File: config.mk
export PLATFORM = sky130hd
export DESIGN_NAME = tls_record_framer_handshake_tracker_core
export DESIGN_NICKNAME = d
export VERILOG_FILES = /design/src/hw/rtl/rfht_pkg.sv /design/src/hw/rtl/rfht_queue.sv /design/src/hw/rtl/rfht_engine.sv /design/src/hw/rtl/tls_record_framer_handshake_tracker_core.sv
export SDC_FILE = /design/constraint.sdc
export NUM_CORES = 1
export LEC_CHECK = 0
export BUFFER_PORTS_ARGS = -buffer_cell sky130_fd_sc_hd__buf_2
export CORE_MARGIN = 8
export CORE_UTILIZATION = 35
export CTS_CLUSTER_SIZE = 20
export DETAILED_ROUTE_END_ITERATION = 16
export GPL_ROUTABILITY_DRIVEN = 1
export PLACE_DENSITY_LB_ADDON = 0.25
export SKIP_CTS_REPAIR_TIMING = 1
export SLEW_MARGIN = 20
export SYNTH_ARGS = -nofsm -noshare
export SYNTH_HDL_FRONTEND = slang
export SYNTH_SLANG_ARGS = --single-unit
File: constraint.sdc
create_clock -name clk -period 26.8 [get_ports clk]
set_input_delay 2.68 -clock clk [delete_from_list [all_inputs] [get_ports clk]]
set_output_delay 2.68 -clock clk [all_outputs]
set_load 0.02 [all_outputs]
File: src/hw/rtl/rfht_pkg.sv
// ----------------------------------------------------------------------------
// rfht_pkg
// Types and constants of the TLS record framer and handshake tracker.
// ----------------------------------------------------------------------------
package rfht_pkg;

  localparam logic [2:0] HDR_LEN = 3'd5;

  localparam logic [7:0] CT_CCS       = 8'd20;
  localparam logic [7:0] CT_ALERT     = 8'd21;
  localparam logic [7:0] CT_HANDSHAKE = 8'd22;
  localparam logic [7:0] CT_APPDATA   = 8'd23;

  localparam logic [7:0] HS_CLIENT_HELLO = 8'd1;
  localparam logic [7:0] HS_SERVER_HELLO = 8'd2;

  localparam logic [2:0] ST_INITIAL      = 3'd0;
  localparam logic [2:0] ST_CLIENT_HELLO = 3'd1;
  localparam logic [2:0] ST_SERVER_HELLO = 3'd2;
  localparam logic [2:0] ST_SERVER_CCS   = 3'd3;
  localparam logic [2:0] ST_CLIENT_CCS   = 3'd4;
  localparam logic [2:0] ST_ESTABLISHED  = 3'd5;
  localparam logic [2:0] ST_BLOCKED      = 3'd6;

  localparam logic DIR_SERVER = 1'b0;
  localparam logic DIR_CLIENT = 1'b1;

  localparam logic [1:0] V_NONE      = 2'd0;
  localparam logic [1:0] V_ACCEPT    = 2'd1;
  localparam logic [1:0] V_DECRYPT   = 2'd2;
  localparam logic [1:0] V_MALICIOUS = 2'd3;

  localparam logic [15:0] FIN_LEN_RESET = 16'd65;

  typedef struct packed {
    logic       direction;
    logic [7:0] data_byte;
  } in_t;

  typedef struct packed {
    logic        record_done;
    logic [7:0]  content_type;
    logic [15:0] record_length;
    logic [1:0]  verdict;
    logic [31:0] record_index;
    logic [2:0]  conn_state;
    logic        cipher_valid;
    logic [7:0]  cipher_byte;
    logic [15:0] peak_version;
  } out_t;

endpackage

File: src/hw/rtl/rfht_queue.sv
// ----------------------------------------------------------------------------
// rfht_queue
// Front queue: accepts payload bytes and holds them for the record engine.
// ----------------------------------------------------------------------------
module rfht_queue #(
  parameter int DEPTH = 4
) (
  input  logic          clk,
  input  logic          rst_n,
  input  logic          in_valid,
  output logic          in_ready,
  input  rfht_pkg::in_t in_data,
  output logic          q_valid,
  output rfht_pkg::in_t q_data,
  input  logic          q_pop
);

  localparam int PW = (DEPTH > 1) ? $clog2(DEPTH) : 1;
  localparam int CW = $clog2(DEPTH + 1);

  rfht_pkg::in_t slot_r [DEPTH];
  logic [PW-1:0] wr_ptr_r, wr_ptr_nxt;
  logic [PW-1:0] rd_ptr_r, rd_ptr_nxt;
  logic [CW-1:0] count_r, count_nxt;
  logic          push;
  logic          pop;

  assign in_ready = (count_r != CW'(DEPTH));
  assign q_valid  = (count_r != '0);
  assign q_data   = slot_r[rd_ptr_r];
  assign push     = in_valid && in_ready;
  assign pop      = q_pop && q_valid;

  always_comb begin
    wr_ptr_nxt = wr_ptr_r;
    rd_ptr_nxt = rd_ptr_r;
    count_nxt  = count_r;
    if (push) begin
      wr_ptr_nxt = (wr_ptr_r == PW'(DEPTH - 1)) ? '0 : wr_ptr_r + 1'b1;
    end
    if (pop) begin
      rd_ptr_nxt = (rd_ptr_r == PW'(DEPTH - 1)) ? '0 : rd_ptr_r + 1'b1;
    end
    if (push && !pop) begin
      count_nxt = count_r + 1'b1;
    end else if (pop && !push) begin
      count_nxt = count_r - 1'b1;
    end
  end

  always_ff @(posedge clk) begin
    if (!rst_n) begin
      wr_ptr_r <= '0;
      rd_ptr_r <= '0;
      count_r  <= '0;
    end else begin
      wr_ptr_r <= wr_ptr_nxt;
      rd_ptr_r <= rd_ptr_nxt;
      count_r  <= count_nxt;
    end
  end

  always_ff @(posedge clk) begin
    if (push) begin
      slot_r[wr_ptr_r] <= in_data;
    end
  end

  a_count_bound: assert property (@(posedge clk) disable iff (!rst_n)
    count_r <= CW'(DEPTH))
    else $error("queue count beyond depth");

endmodule

File: src/hw/rtl/rfht_engine.sv
// ----------------------------------------------------------------------------
// rfht_engine
// Back end: frames records per direction, tracks the handshake, registers
// one result per byte.
// ----------------------------------------------------------------------------
module rfht_engine (
  input  logic           clk,
  input  logic           rst_n,
  input  logic           q_valid,
  input  rfht_pkg::in_t  q_data,
  output logic           q_pop,
  input  logic           cfg_valid,
  output logic           cfg_ready,
  input  logic [15:0]    cfg_data,
  output logic           out_valid,
  input  logic           out_ready,
  output rfht_pkg::out_t out_data
);

  logic [2:0]  hc_r   [2];
  logic [7:0]  type_r [2];
  logic [15:0] len_r  [2];
  logic [15:0] bl_r   [2];
  logic [7:0]  fbb_r  [2];
  logic        cr_r   [2];
  logic [15:0] max_r  [2];
  logic [31:0] cnt_r  [2];
  logic [15:0] stg_r  [2];
  logic [2:0]  hs_r, hs_nxt;
  logic [15:0] fin_len_r;
  logic        out_valid_r, out_valid_nxt;
  rfht_pkg::out_t out_r;

  logic        take;
  logic        d;
  logic [7:0]  b;
  logic [2:0]  hc;
  logic [7:0]  ty;
  logic [15:0] len;
  logic [15:0] bl;
  logic [7:0]  fbb;
  logic        cr;
  logic [15:0] mv;
  logic [31:0] cnt;
  logic [15:0] stg;
  logic        done;
  logic        cv;
  logic [1:0]  verdict;
  rfht_pkg::out_t res;

  assign take      = q_valid && (!out_valid_r || out_ready);
  assign q_pop     = take;
  assign cfg_ready = 1'b1;
  assign out_valid = out_valid_r;
  assign out_data  = out_r;

  always_comb begin
    d       = q_data.direction;
    b       = q_data.data_byte;
    hc      = hc_r[d];
    ty      = type_r[d];
    len     = len_r[d];
    bl      = bl_r[d];
    fbb     = fbb_r[d];
    cr      = cr_r[d];
    mv      = max_r[d];
    cnt     = cnt_r[d];
    stg     = stg_r[d];
    hs_nxt  = hs_r;
    done    = 1'b0;
    cv      = 1'b0;
    verdict = rfht_pkg::V_NONE;
    if (hs_r != rfht_pkg::ST_BLOCKED) begin
      if (hc < rfht_pkg::HDR_LEN) begin
        unique case (hc)
          3'd0:    ty  = b;
          3'd1:    stg = {b, 8'h00};
          3'd2:    stg = stg | {8'h00, b};
          3'd3:    len = {b, 8'h00};
          default: len = len | {8'h00, b};
        endcase
        hc = hc + 3'd1;
        if (hc == rfht_pkg::HDR_LEN) begin
          bl   = len;
          fbb  = b;
          cr   = (ty == rfht_pkg::CT_APPDATA) && (hs_r == rfht_pkg::ST_ESTABLISHED);
          done = (len == 16'd0);
        end
      end else begin
        if (bl == len) begin
          fbb = b;
        end
        cv = cr && (hs_r == rfht_pkg::ST_ESTABLISHED);
        if (bl != 16'd0) begin
          bl = bl - 16'd1;
        end
        done = (bl == 16'd0);
      end
      if (done) begin
        if (stg > mv) begin
          mv = stg;
        end
        verdict = rfht_pkg::V_MALICIOUS;
        hs_nxt  = rfht_pkg::ST_BLOCKED;
        unique case (ty)
          rfht_pkg::CT_CCS: begin
            priority if (d == rfht_pkg::DIR_SERVER && hs_r == rfht_pkg::ST_SERVER_HELLO) begin
              hs_nxt  = rfht_pkg::ST_SERVER_CCS;
              verdict = rfht_pkg::V_ACCEPT;
            end else if (d == rfht_pkg::DIR_CLIENT && hs_r == rfht_pkg::ST_SERVER_CCS) begin
              hs_nxt  = rfht_pkg::ST_CLIENT_CCS;
              verdict = rfht_pkg::V_ACCEPT;
            end else begin
              hs_nxt  = rfht_pkg::ST_BLOCKED;
            end
          end
          rfht_pkg::CT_ALERT: begin
            hs_nxt  = hs_r;
            verdict = rfht_pkg::V_NONE;
          end
          rfht_pkg::CT_HANDSHAKE: begin
            priority if (fbb == rfht_pkg::HS_CLIENT_HELLO &&
                         hs_r == rfht_pkg::ST_INITIAL) begin
              hs_nxt  = rfht_pkg::ST_CLIENT_HELLO;
              verdict = rfht_pkg::V_ACCEPT;
            end else if (fbb == rfht_pkg::HS_SERVER_HELLO &&
                         hs_r == rfht_pkg::ST_CLIENT_HELLO) begin
              hs_nxt  = rfht_pkg::ST_SERVER_HELLO;
              verdict = rfht_pkg::V_ACCEPT;
            end else begin
              hs_nxt  = rfht_pkg::ST_BLOCKED;
            end
          end
          rfht_pkg::CT_APPDATA: begin
            priority if (hs_r == rfht_pkg::ST_SERVER_CCS && d == rfht_pkg::DIR_SERVER) begin
              hs_nxt  = hs_r;
              verdict = rfht_pkg::V_ACCEPT;
            end else if (hs_r == rfht_pkg::ST_CLIENT_CCS && d == rfht_pkg::DIR_CLIENT &&
                         len == fin_len_r) begin
              hs_nxt  = rfht_pkg::ST_ESTABLISHED;
              verdict = rfht_pkg::V_ACCEPT;
            end else if (hs_r == rfht_pkg::ST_ESTABLISHED) begin
              hs_nxt  = hs_r;
              verdict = rfht_pkg::V_DECRYPT;
            end else begin
              hs_nxt  = rfht_pkg::ST_BLOCKED;
            end
          end
          default: begin
            hs_nxt = rfht_pkg::ST_BLOCKED;
          end
        endcase
        if (verdict == rfht_pkg::V_DECRYPT && cnt != '1) begin
          cnt = cnt + 32'd1;
        end
        hc = 3'd0;
      end
    end
    res.record_done   = done;
    res.content_type  = ty;
    res.record_length = len;
    res.verdict       = verdict;
    res.record_index  = cnt_r[d];
    res.conn_state    = hs_nxt;
    res.cipher_valid  = cv;
    res.cipher_byte   = b;
    res.peak_version  = mv;
  end

  always_comb begin
    out_valid_nxt = out_valid_r;
    if (take) begin
      out_valid_nxt = 1'b1;
    end else if (out_ready) begin
      out_valid_nxt = 1'b0;
    end
  end

  always_ff @(posedge clk) begin
    if (!rst_n) begin
      for (int i = 0; i < 2; i++) begin
        hc_r[i]   <= '0;
        type_r[i] <= '0;
        len_r[i]  <= '0;
        bl_r[i]   <= '0;
        fbb_r[i]  <= '0;
        cr_r[i]   <= 1'b0;
        max_r[i]  <= '0;
        cnt_r[i]  <= '0;
        stg_r[i]  <= '0;
      end
      hs_r        <= rfht_pkg::ST_INITIAL;
      fin_len_r   <= rfht_pkg::FIN_LEN_RESET;
      out_valid_r <= 1'b0;
    end else begin
      if (take) begin
        hc_r[d]   <= hc;
        type_r[d] <= ty;
        len_r[d]  <= len;
        bl_r[d]   <= bl;
        fbb_r[d]  <= fbb;
        cr_r[d]   <= cr;
        max_r[d]  <= mv;
        cnt_r[d]  <= cnt;
        stg_r[d]  <= stg;
        hs_r      <= hs_nxt;
      end
      if (cfg_valid) begin
        fin_len_r <= cfg_data;
      end
      out_valid_r <= out_valid_nxt;
    end
  end

  always_ff @(posedge clk) begin
    if (take) begin
      out_r <= res;
    end
  end

  a_blocked_sticky: assert property (@(posedge clk) disable iff (!rst_n)
    (hs_r == rfht_pkg::ST_BLOCKED) |=> (hs_r == rfht_pkg::ST_BLOCKED))
    else $error("blocked connection left blocked state");

  a_verdict_at_end: assert property (@(posedge clk) disable iff (!rst_n)
    (out_valid_r && out_r.verdict != rfht_pkg::V_NONE) |-> out_r.record_done)
    else $error("verdict without record end");

  a_cipher_established: assert property (@(posedge clk) disable iff (!rst_n)
    (out_valid_r && out_r.cipher_valid) |-> (out_r.conn_state == rfht_pkg::ST_ESTABLISHED))
    else $error("ciphertext flagged outside established state");

endmodule

File: src/hw/rtl/tls_record_framer_handshake_tracker_core.sv
// ----------------------------------------------------------------------------
// tls_record_framer_handshake_tracker_core
// TLS record framer and handshake tracker: frames records per direction,
// follows the handshake and flags application ciphertext.
//
//   channel  ports                          transfer
//   in       in_valid/in_ready/in_data      one payload byte with direction
//   out      out_valid/out_ready/out_data   one result per byte
//   cfg      cfg_valid/cfg_ready/cfg_data   Finished record length
//
// One byte per cycle sustained while out_ready is high; per-direction framing
// state and the shared handshake state update in the engine once per byte.
// out_valid rises once the byte has passed a queue slot and then the
// output register; out_ready low holds the result in that register.
// Reset is synchronous; it clears all framing, handshake and count state.
// The queue holds QUEUE_DEPTH bytes while out stalls; cfg_ready is always high.
// ----------------------------------------------------------------------------
module tls_record_framer_handshake_tracker_core #(
  parameter int QUEUE_DEPTH = 4
) (
  input  logic           clk,
  input  logic           rst_n,
  input  logic           in_valid,
  output logic           in_ready,
  input  rfht_pkg::in_t  in_data,
  output logic           out_valid,
  input  logic           out_ready,
  output rfht_pkg::out_t out_data,
  input  logic           cfg_valid,
  output logic           cfg_ready,
  input  logic [15:0]    cfg_data
);

  logic          q_valid;
  rfht_pkg::in_t q_data;
  logic          q_pop;

  rfht_queue #(
    .DEPTH (QUEUE_DEPTH)
  ) u_queue (
    .clk      (clk),
    .rst_n    (rst_n),
    .in_valid (in_valid),
    .in_ready (in_ready),
    .in_data  (in_data),
    .q_valid  (q_valid),
    .q_data   (q_data),
    .q_pop    (q_pop)
  );

  rfht_engine u_engine (
    .clk       (clk),
    .rst_n     (rst_n),
    .q_valid   (q_valid),
    .q_data    (q_data),
    .q_pop     (q_pop),
    .cfg_valid (cfg_valid),
    .cfg_ready (cfg_ready),
    .cfg_data  (cfg_data),
    .out_valid (out_valid),
    .out_ready (out_ready),
    .out_data  (out_data)
  );

endmodule
==> results.cfg, run 1 <==
[status]
status = completed

[flow_run]
maxCapViolCount = 0

[power]
powerDensity_nw_per_um2 = 125
leakagePower_nw = 8.88
vdd_drop_max_mv = 0.0592
total_power_w = 0.00295

[logic_synthesis]
synth_top_area_share_pct = 50.9
syn_nets = 2065
synth_compound_area_share_pct = 11.4
synthTopCellsByCount = 353 x edfxtp_1, 307 x nand2_1, 220 x nor2_1
synth_edf_count = 353
synth_xor_area_share_pct = 2.27
muxShareOfSynthArea_pct = 7.19
synth_top_family_by_area = simple AND/OR/NAND/NOR gates
synth.area.top_cells = edfxtp_1 51%, nand2_1 5.5%, mux2i_1 4.8%
synth_fa_ha_area_share_pct = 1.60
yosysMostFrequentCell = edfxtp_1
synth_top_area_cell = edfxtp_1
synth_warnings = 0
synthArstFlopShare_pct = 0
synth_seq_cells = 384
ys_seq_area_share_pct = 53.9
synth_ff_type = edfxtp_1
ys_types = 85
syn_inst = 2009
synth_area_um2 = 20800
postSynthAreaPerCell_um2 = 10.4
synthSimpleGateAreaFrac_pct = 19.4

[floorplan]
die_h_um = 260
initial_utilization_pct = 35.3
dieWidth_um = 260
io_pins = 120
dieArea_um2 = 67500
rows = 89
coreArea_um2 = 58900

[worst_setup_path]
cp_max_fo = 68
critPathCaptureType = register
r2r_end = u_engine.cnt_r[0][11]
required_ns = 27.20
worstPathArrival_ns = 7.49
crit_path_start_kind = register
ff2ff_setup_slack_ns = 19.71
path_class = reg -> reg
rr_worst_depth = 14

[detailed_routing]
drt-pass1-iter-count = 5
num_vias = 16400
drc_errors = 0
wl_per_cell_um = 22.1
finalWirelength_um = 63900
drt_iter0_markers = 1414
vias_per_cell = 5.68
detail-route-antenna-nets = 0

[grt]
grt_pass1_vias = 16100
grt_start_max_net_pins = 86
grt_pass1_wl_um = 97600
antenna_found_initial = 0
grt.total_usage_pct = 18.4
grt_overflow = 0

[placed_design]
port_buffers = 118
dp_hpwl_um = 43000
gp_congestion = 0.927

[clocking]
clk_pin_slew_ns = 0.06
htreeDepth = 2
clock-sinks = 384
cts_tree = done
cts_buffers = 46
ctsRootBufferMaster = clkbuf_16
clock_latency_ns = 0.60
clk_path_buf_depth = 3

[worst_hold_path]
min_from = u_engine.cr_r[0]
hold_path_end = u_engine.cr_r[0]
holdPathStages = 2
hold_path.class = reg -> reg

[sta]
fmax_mhz = 141
layout_worst_path_cycle_share_pct = 26.5
finClkSkew_ns = 0.0214
finalSetupTns_ns = 0
hold_viol = 0
tightest_slew_ns = 1.11
fin_crit_ns = 7.09
slew_violations = 0
finalSetupViolations = 0
rsz0062_at_grt = no
relSlewSlack_pct = 25.5

[layout]
diodes = 0
layout.nets = 2135
drive_gt1_share_pct = 13.7
syn2layout_area_growth_pct = 13.6
utilization_pct = 40.1
worst max-delay path, cell delays in order (launching register included):
cell and delay, ns:
dfxtp_1 0.72, mux4_4 0.86, buf_4 0.78, mux2i_1 0.43
ha_1 0.61, inv_1 0.22, or4_1 0.58, o221ai_2 0.26
nand2_1 0.09, o31a_1 0.28, a21oi_1 0.26, a41o_1 0.42
nand4_1 0.49, or4_1 0.63, a21oi_1 0.17
cell type report:
cell class / instances / area (um^2)
clock buffer: 51 / 1170
clock inverter: 31 / 370
fill: 5700 / 35300
inverter: 84 / 315
multi-input combinational: 1418 / 8800
sequential: 384 / 11200
tap: 773 / 967
timing repair buffer: 145 / 793
power breakdown:
group          switching, W  internal, W  total (W)  leakage, nW
combinational      0.000918     0.000394    0.00131         4.28
clock              0.000265     0.000376   0.000642        0.742
sequential         0.000107     0.000890   0.000996         3.85
total               0.00129      0.00166    0.00295         8.88
placed cells by master, fill, tap and decap left out, drive strengths merged, types with 7 or more instances in the layout:
master,n
edfxtp,353
nand2,307
nor2,222
buf,145
a21oi,115
mux2i,100
inv,88
o21ai,75
nand3,58
clkbuf,51
xnor2,46
or4,46
nor3,41
nand4,36
dfxtp,31
o211ai,28
nor4,28
ha,25
mux2,25
and2,22
o221ai,17
clkinv,17
a21o,15
and3,14
o31ai,13
nand4b,12
a31oi,11
and4,10
nor3b,10
o41ai,9
mux4,9
xor2,8
nand3b,8
nor2b,7
nand2b,7
a31o,7
o22ai,7
cell families after synthesis:
group | Yosys count
flip-flops | 384
AND/OR/NAND/NOR | 846
adder cells (fa/ha/maj) | 26
other | 1
AO/OA/AOI/OAI | 357
multiplexers | 134
buffers and inverters | 207
XOR/XNOR | 54
registers in the layout (all words and copies together), names as in the netlist, named ones only:
signal              flops
u_engine.cr_r           2
u_engine.bl_r          32
u_engine.max_r         32
u_engine.stg_r         32
u_queue.wr_ptr_r        2
u_queue.count_r         3
u_engine.len_r         32
u_engine.hs_r           3
u_engine.out_data      87
u_engine.hc_r           6
u_engine.fin_len_r     16
u_queue.rd_ptr_r        2
u_queue.slot_r         36
u_engine.fbb_r         16
u_engine.type_r        16
u_engine.cnt_r         64
u_engine.out_valid      1
stage by stage:
step                      area, um^2  hold slack, ns  cells  setup slack (ns)
after global routing           23600           0.524   2886             19.18
after floorplan                20800           0.452   2009             14.97
final                          23600           0.497   2886             19.71
after detailed placement       22100           0.481   2804             19.77
after CTS                      23600           0.494   2886             19.72
after global placement         22100           0.464   2804             19.90
worst max-delay path by stage:
| stage | cells after the start | to |
|---|---|---|
| after floorplan | 7 | u_engine.bl_r[1][0] |
| final | 14 | u_engine.cnt_r[0][11] |
| after CTS | 14 | u_engine.cnt_r[0][11] |
| after global routing | 14 | u_engine.cnt_r[0][11] |
| after global placement | 14 | u_engine.cnt_r[0][11] |
| after detailed placement | 14 | u_engine.cnt_r[0][11] |
per-layer routing:
| metal | share of wire, % | wire length, um | vias up | track usage [%] |
|---|---|---|---|---|
| met5 | 0 | 0 | - | 0 |
| li1 | - | - | 7581 | - |
| met3 | 7.0 | 4480 | 116 | 3.47 |
| met2 | 46 | 29500 | 632 | 29.6 |
| met1 | 44 | 28100 | 8061 | 24.9 |
| met4 | 2.8 | 1780 | 0 | 5.65 |
Note: power is estimated with default switching activity, not from simulation.
==> inputs of run 2 (changes only) <==
--- a/config.mk
+++ b/config.mk
@@ -5,6 +5,7 @@
 export SDC_FILE = /design/constraint.sdc
 export NUM_CORES = 1
 export LEC_CHECK = 0
+export ABC_AREA = 1
 export BUFFER_PORTS_ARGS = -buffer_cell sky130_fd_sc_hd__buf_2
 export CORE_MARGIN = 8
 export CORE_UTILIZATION = 35
==> constraint.sdc (replaced) <==
create_clock -name clk -period 6.65 [get_ports clk]
set_input_delay 0.665 -clock clk [delete_from_list [all_inputs] [get_ports clk]]
set_output_delay 0.665 -clock clk [all_outputs]
set_load 0.02 [all_outputs]
==> run 2 against run 1 <==
Register-to-register slack worse by 19 ns. Critical path type unchanged. Highest routed layer unchanged. Core utilization down 0.20 points. Maximum frequency rose by 20%. Cell count grew 12%. Clock skew rose by 0.0025 ns.
==> results.cfg, run 2 <==
[status]
status = completed

[logic_synthesis]
synth_top_area_share_pct = 51.1
synth_ff_type = edfxtp_1
postSynthAreaPerCell_um2 = 8.86
synth_top_area_cell = edfxtp_1
ys_seq_area_share_pct = 54.0
synth_seq_cells = 384
syn_nets = 2400
synthTopCellsByCount = 567 x nand2_1, 353 x edfxtp_1, 310 x nor2_1
synth.area.top_cells = edfxtp_1 51%, nand2_1 10%, nor2_1 5.6%
synth_edf_count = 353
ys_types = 56
synth_area_um2 = 20800
yosysMostFrequentCell = nand2_1
syn_inst = 2344
synthArstFlopShare_pct = 0
synth_warnings = 0

[layout]
layout.nets = 2483
syn2layout_area_growth_pct = 13.1
instances_no_fill = 3236
drive_gt1_share_pct = 13.1
fillers = 5938
final_common_cell = nand2_1
layout.cells.most_common_list = 565 x nand2_1, 353 x edfxtp_1, 309 x nor2_1, 224 x inv_1, 128 x o21ai_0
diodes = 0
final_area_um2 = 23500
largest_reg_flops = 87

[grt]
grt_pass1_wl_um = 96500
grt_start_max_net_pins = 72
grt_overflow = 0
grt.total_usage_pct = 18.2
antenna_found_initial = 1
grt_pass1_vias = 16600

[placed_design]
post_dp_cell_area_um2 = 22000
gp_congestion = 0.922
port_buffers = 118
dp.cells = 3153
dp_hpwl_um = 42200

[worst_setup_path]
worstPathArrival_ns = 6.19
cpMostUsedCell = nand2_1
rr_worst_depth = 23
r2r_end = u_engine.max_r[1][15]
crit_chain = inv_2 > nand2_1 > nand3_2 > nand2_8 > buf_4 > nand2_1 > nand2_1 > ha_1 > nand2_1 > nor2_2 > nand2_2 > nor2_4 > nand3_2 > o21ai_0 > nand2_1 > nor2_1 > nand4_1 > nand2_4 > nand2_4 > clkinv_2 > nand2_2 > o21ai_1 > nor2_1
critical-path-slowest-cell = dfxtp_1
crit_path_start_kind = register
critPathMaxStageDelay_ns = 0.75
ff2ff_setup_slack_ns = 0.77
cp_max_fo = 37
path_class = reg -> reg
required_ns = 6.96
critPathCaptureType = register

[clocking]
ctsRootBufferMaster = clkbuf_16
cts_tree = done
clock-sinks = 384
cts_buffers = 45
clk_path_buf_depth = 3
clk_pin_slew_ns = 0.06
clock_latency_ns = 0.59
htreeDepth = 2

[flow_run]
maxCapViolCount = 0

[floorplan]
coreArea_um2 = 58800
io_pins = 120
rows = 89
die_h_um = 260
dieArea_um2 = 67400
initial_utilization_pct = 35.3
dieWidth_um = 260

[worst_hold_path]
hold_path_end = u_queue.slot_r[0][2]
hold_path.class = in -> reg
holdPathStages = 1
min_from = in_data[2]

[sta]
finClkSkew_ns = 0.0239
slew_violations = 0
finalSetupTns_ns = 0
fmax_mhz = 170
finalSetupViolations = 0
hold_viol = 0
layout_worst_path_cycle_share_pct = 88.5
rsz0062_at_grt = no
fin_crit_ns = 5.88
tightest_slew_ns = 1.02
relSlewSlack_pct = 31.3

[detailed_routing]
drt-pass1-iter-count = 5
drc_errors = 0
vias_per_cell = 5.15
num_vias = 16700
wl_per_cell_um = 19.3
drt_iter0_markers = 1362
detail-route-antenna-nets = 0
finalWirelength_um = 62300
## run 2: metal layers
metal  wire length, um  up-vias  GRT usage [%]
met5                 0        -              0
met4              1890        0           6.21
met3              3430      108           2.65
met2             29000      497           30.1
met1             28000     7998           24.4
li1                  -     8070              -
## run 2: layout make-up
class,instances,area [um^2],share of cell area [%]
Multi-Input combinational cell,1616,8170,34.8
Tap cell,773,967,4.12
Timing Repair Buffer,144,798,3.40
Sequential cell,384,11200,47.8
Inverter,236,887,3.78
Clock inverter,28,233,0.992
Clock buffer,55,1190,5.09
## run 2: stage by stage
step                      hold WS, ns  setup WS, ns  utilization [%]
final                           0.305         0.765             39.9
after CTS                       0.275         0.724             39.9
after global placement          0.465         0.935             37.5
after detailed placement        0.471         0.718             37.5
after floorplan                 0.444         0.814                -
after global routing            0.291        0.0392             39.9
## run 2: worst max path at each step
stage / to / slack (ns) / depth (start not counted)
floorplan: u_engine.bl_r[0][0] / 0.81 / 8
global placement: u_engine.max_r[1][15] / 0.93 / 23
detailed placement: u_engine.max_r[1][15] / 0.72 / 23
CTS: u_engine.max_r[1][15] / 0.72 / 23
global route: u_engine.max_r[1][15] / 0.04 / 23
finish: u_engine.max_r[1][15] / 0.77 / 23
## run 2: cells by family (layout without fill, tap and decap cells)
family | after synthesis | count (layout) | synth area share, %
and+or+nand+nor | 1182 | 1182 | 24.7
DFF | 384 | 384 | 54.0
buffers and inverters | 344 | 463 | 7.03
AOI/OAI and AO/OA | 336 | 336 | 9.31
muxes | 42 | 42 | 2.02
xor gates and xnor gates | 29 | 29 | 1.22
adders and majority gates | 26 | 26 | 1.60
other | 1 | 1 | 0.0181
## run 2: worst max-delay path: cells and delay by family (launching register included)
kind	cells	cell delay [ns]
AOI/OAI and AO/OA	2	0.67
adders and majority gates	1	0.21
buffers and inverters	3	0.90
DFF	1	0.75
and+or+nand+nor	17	3.07
Power of run 2 is left out: the tool's default activity adds up to more than one toggle a clock period on the data nets, which glitch-free logic cannot reach.
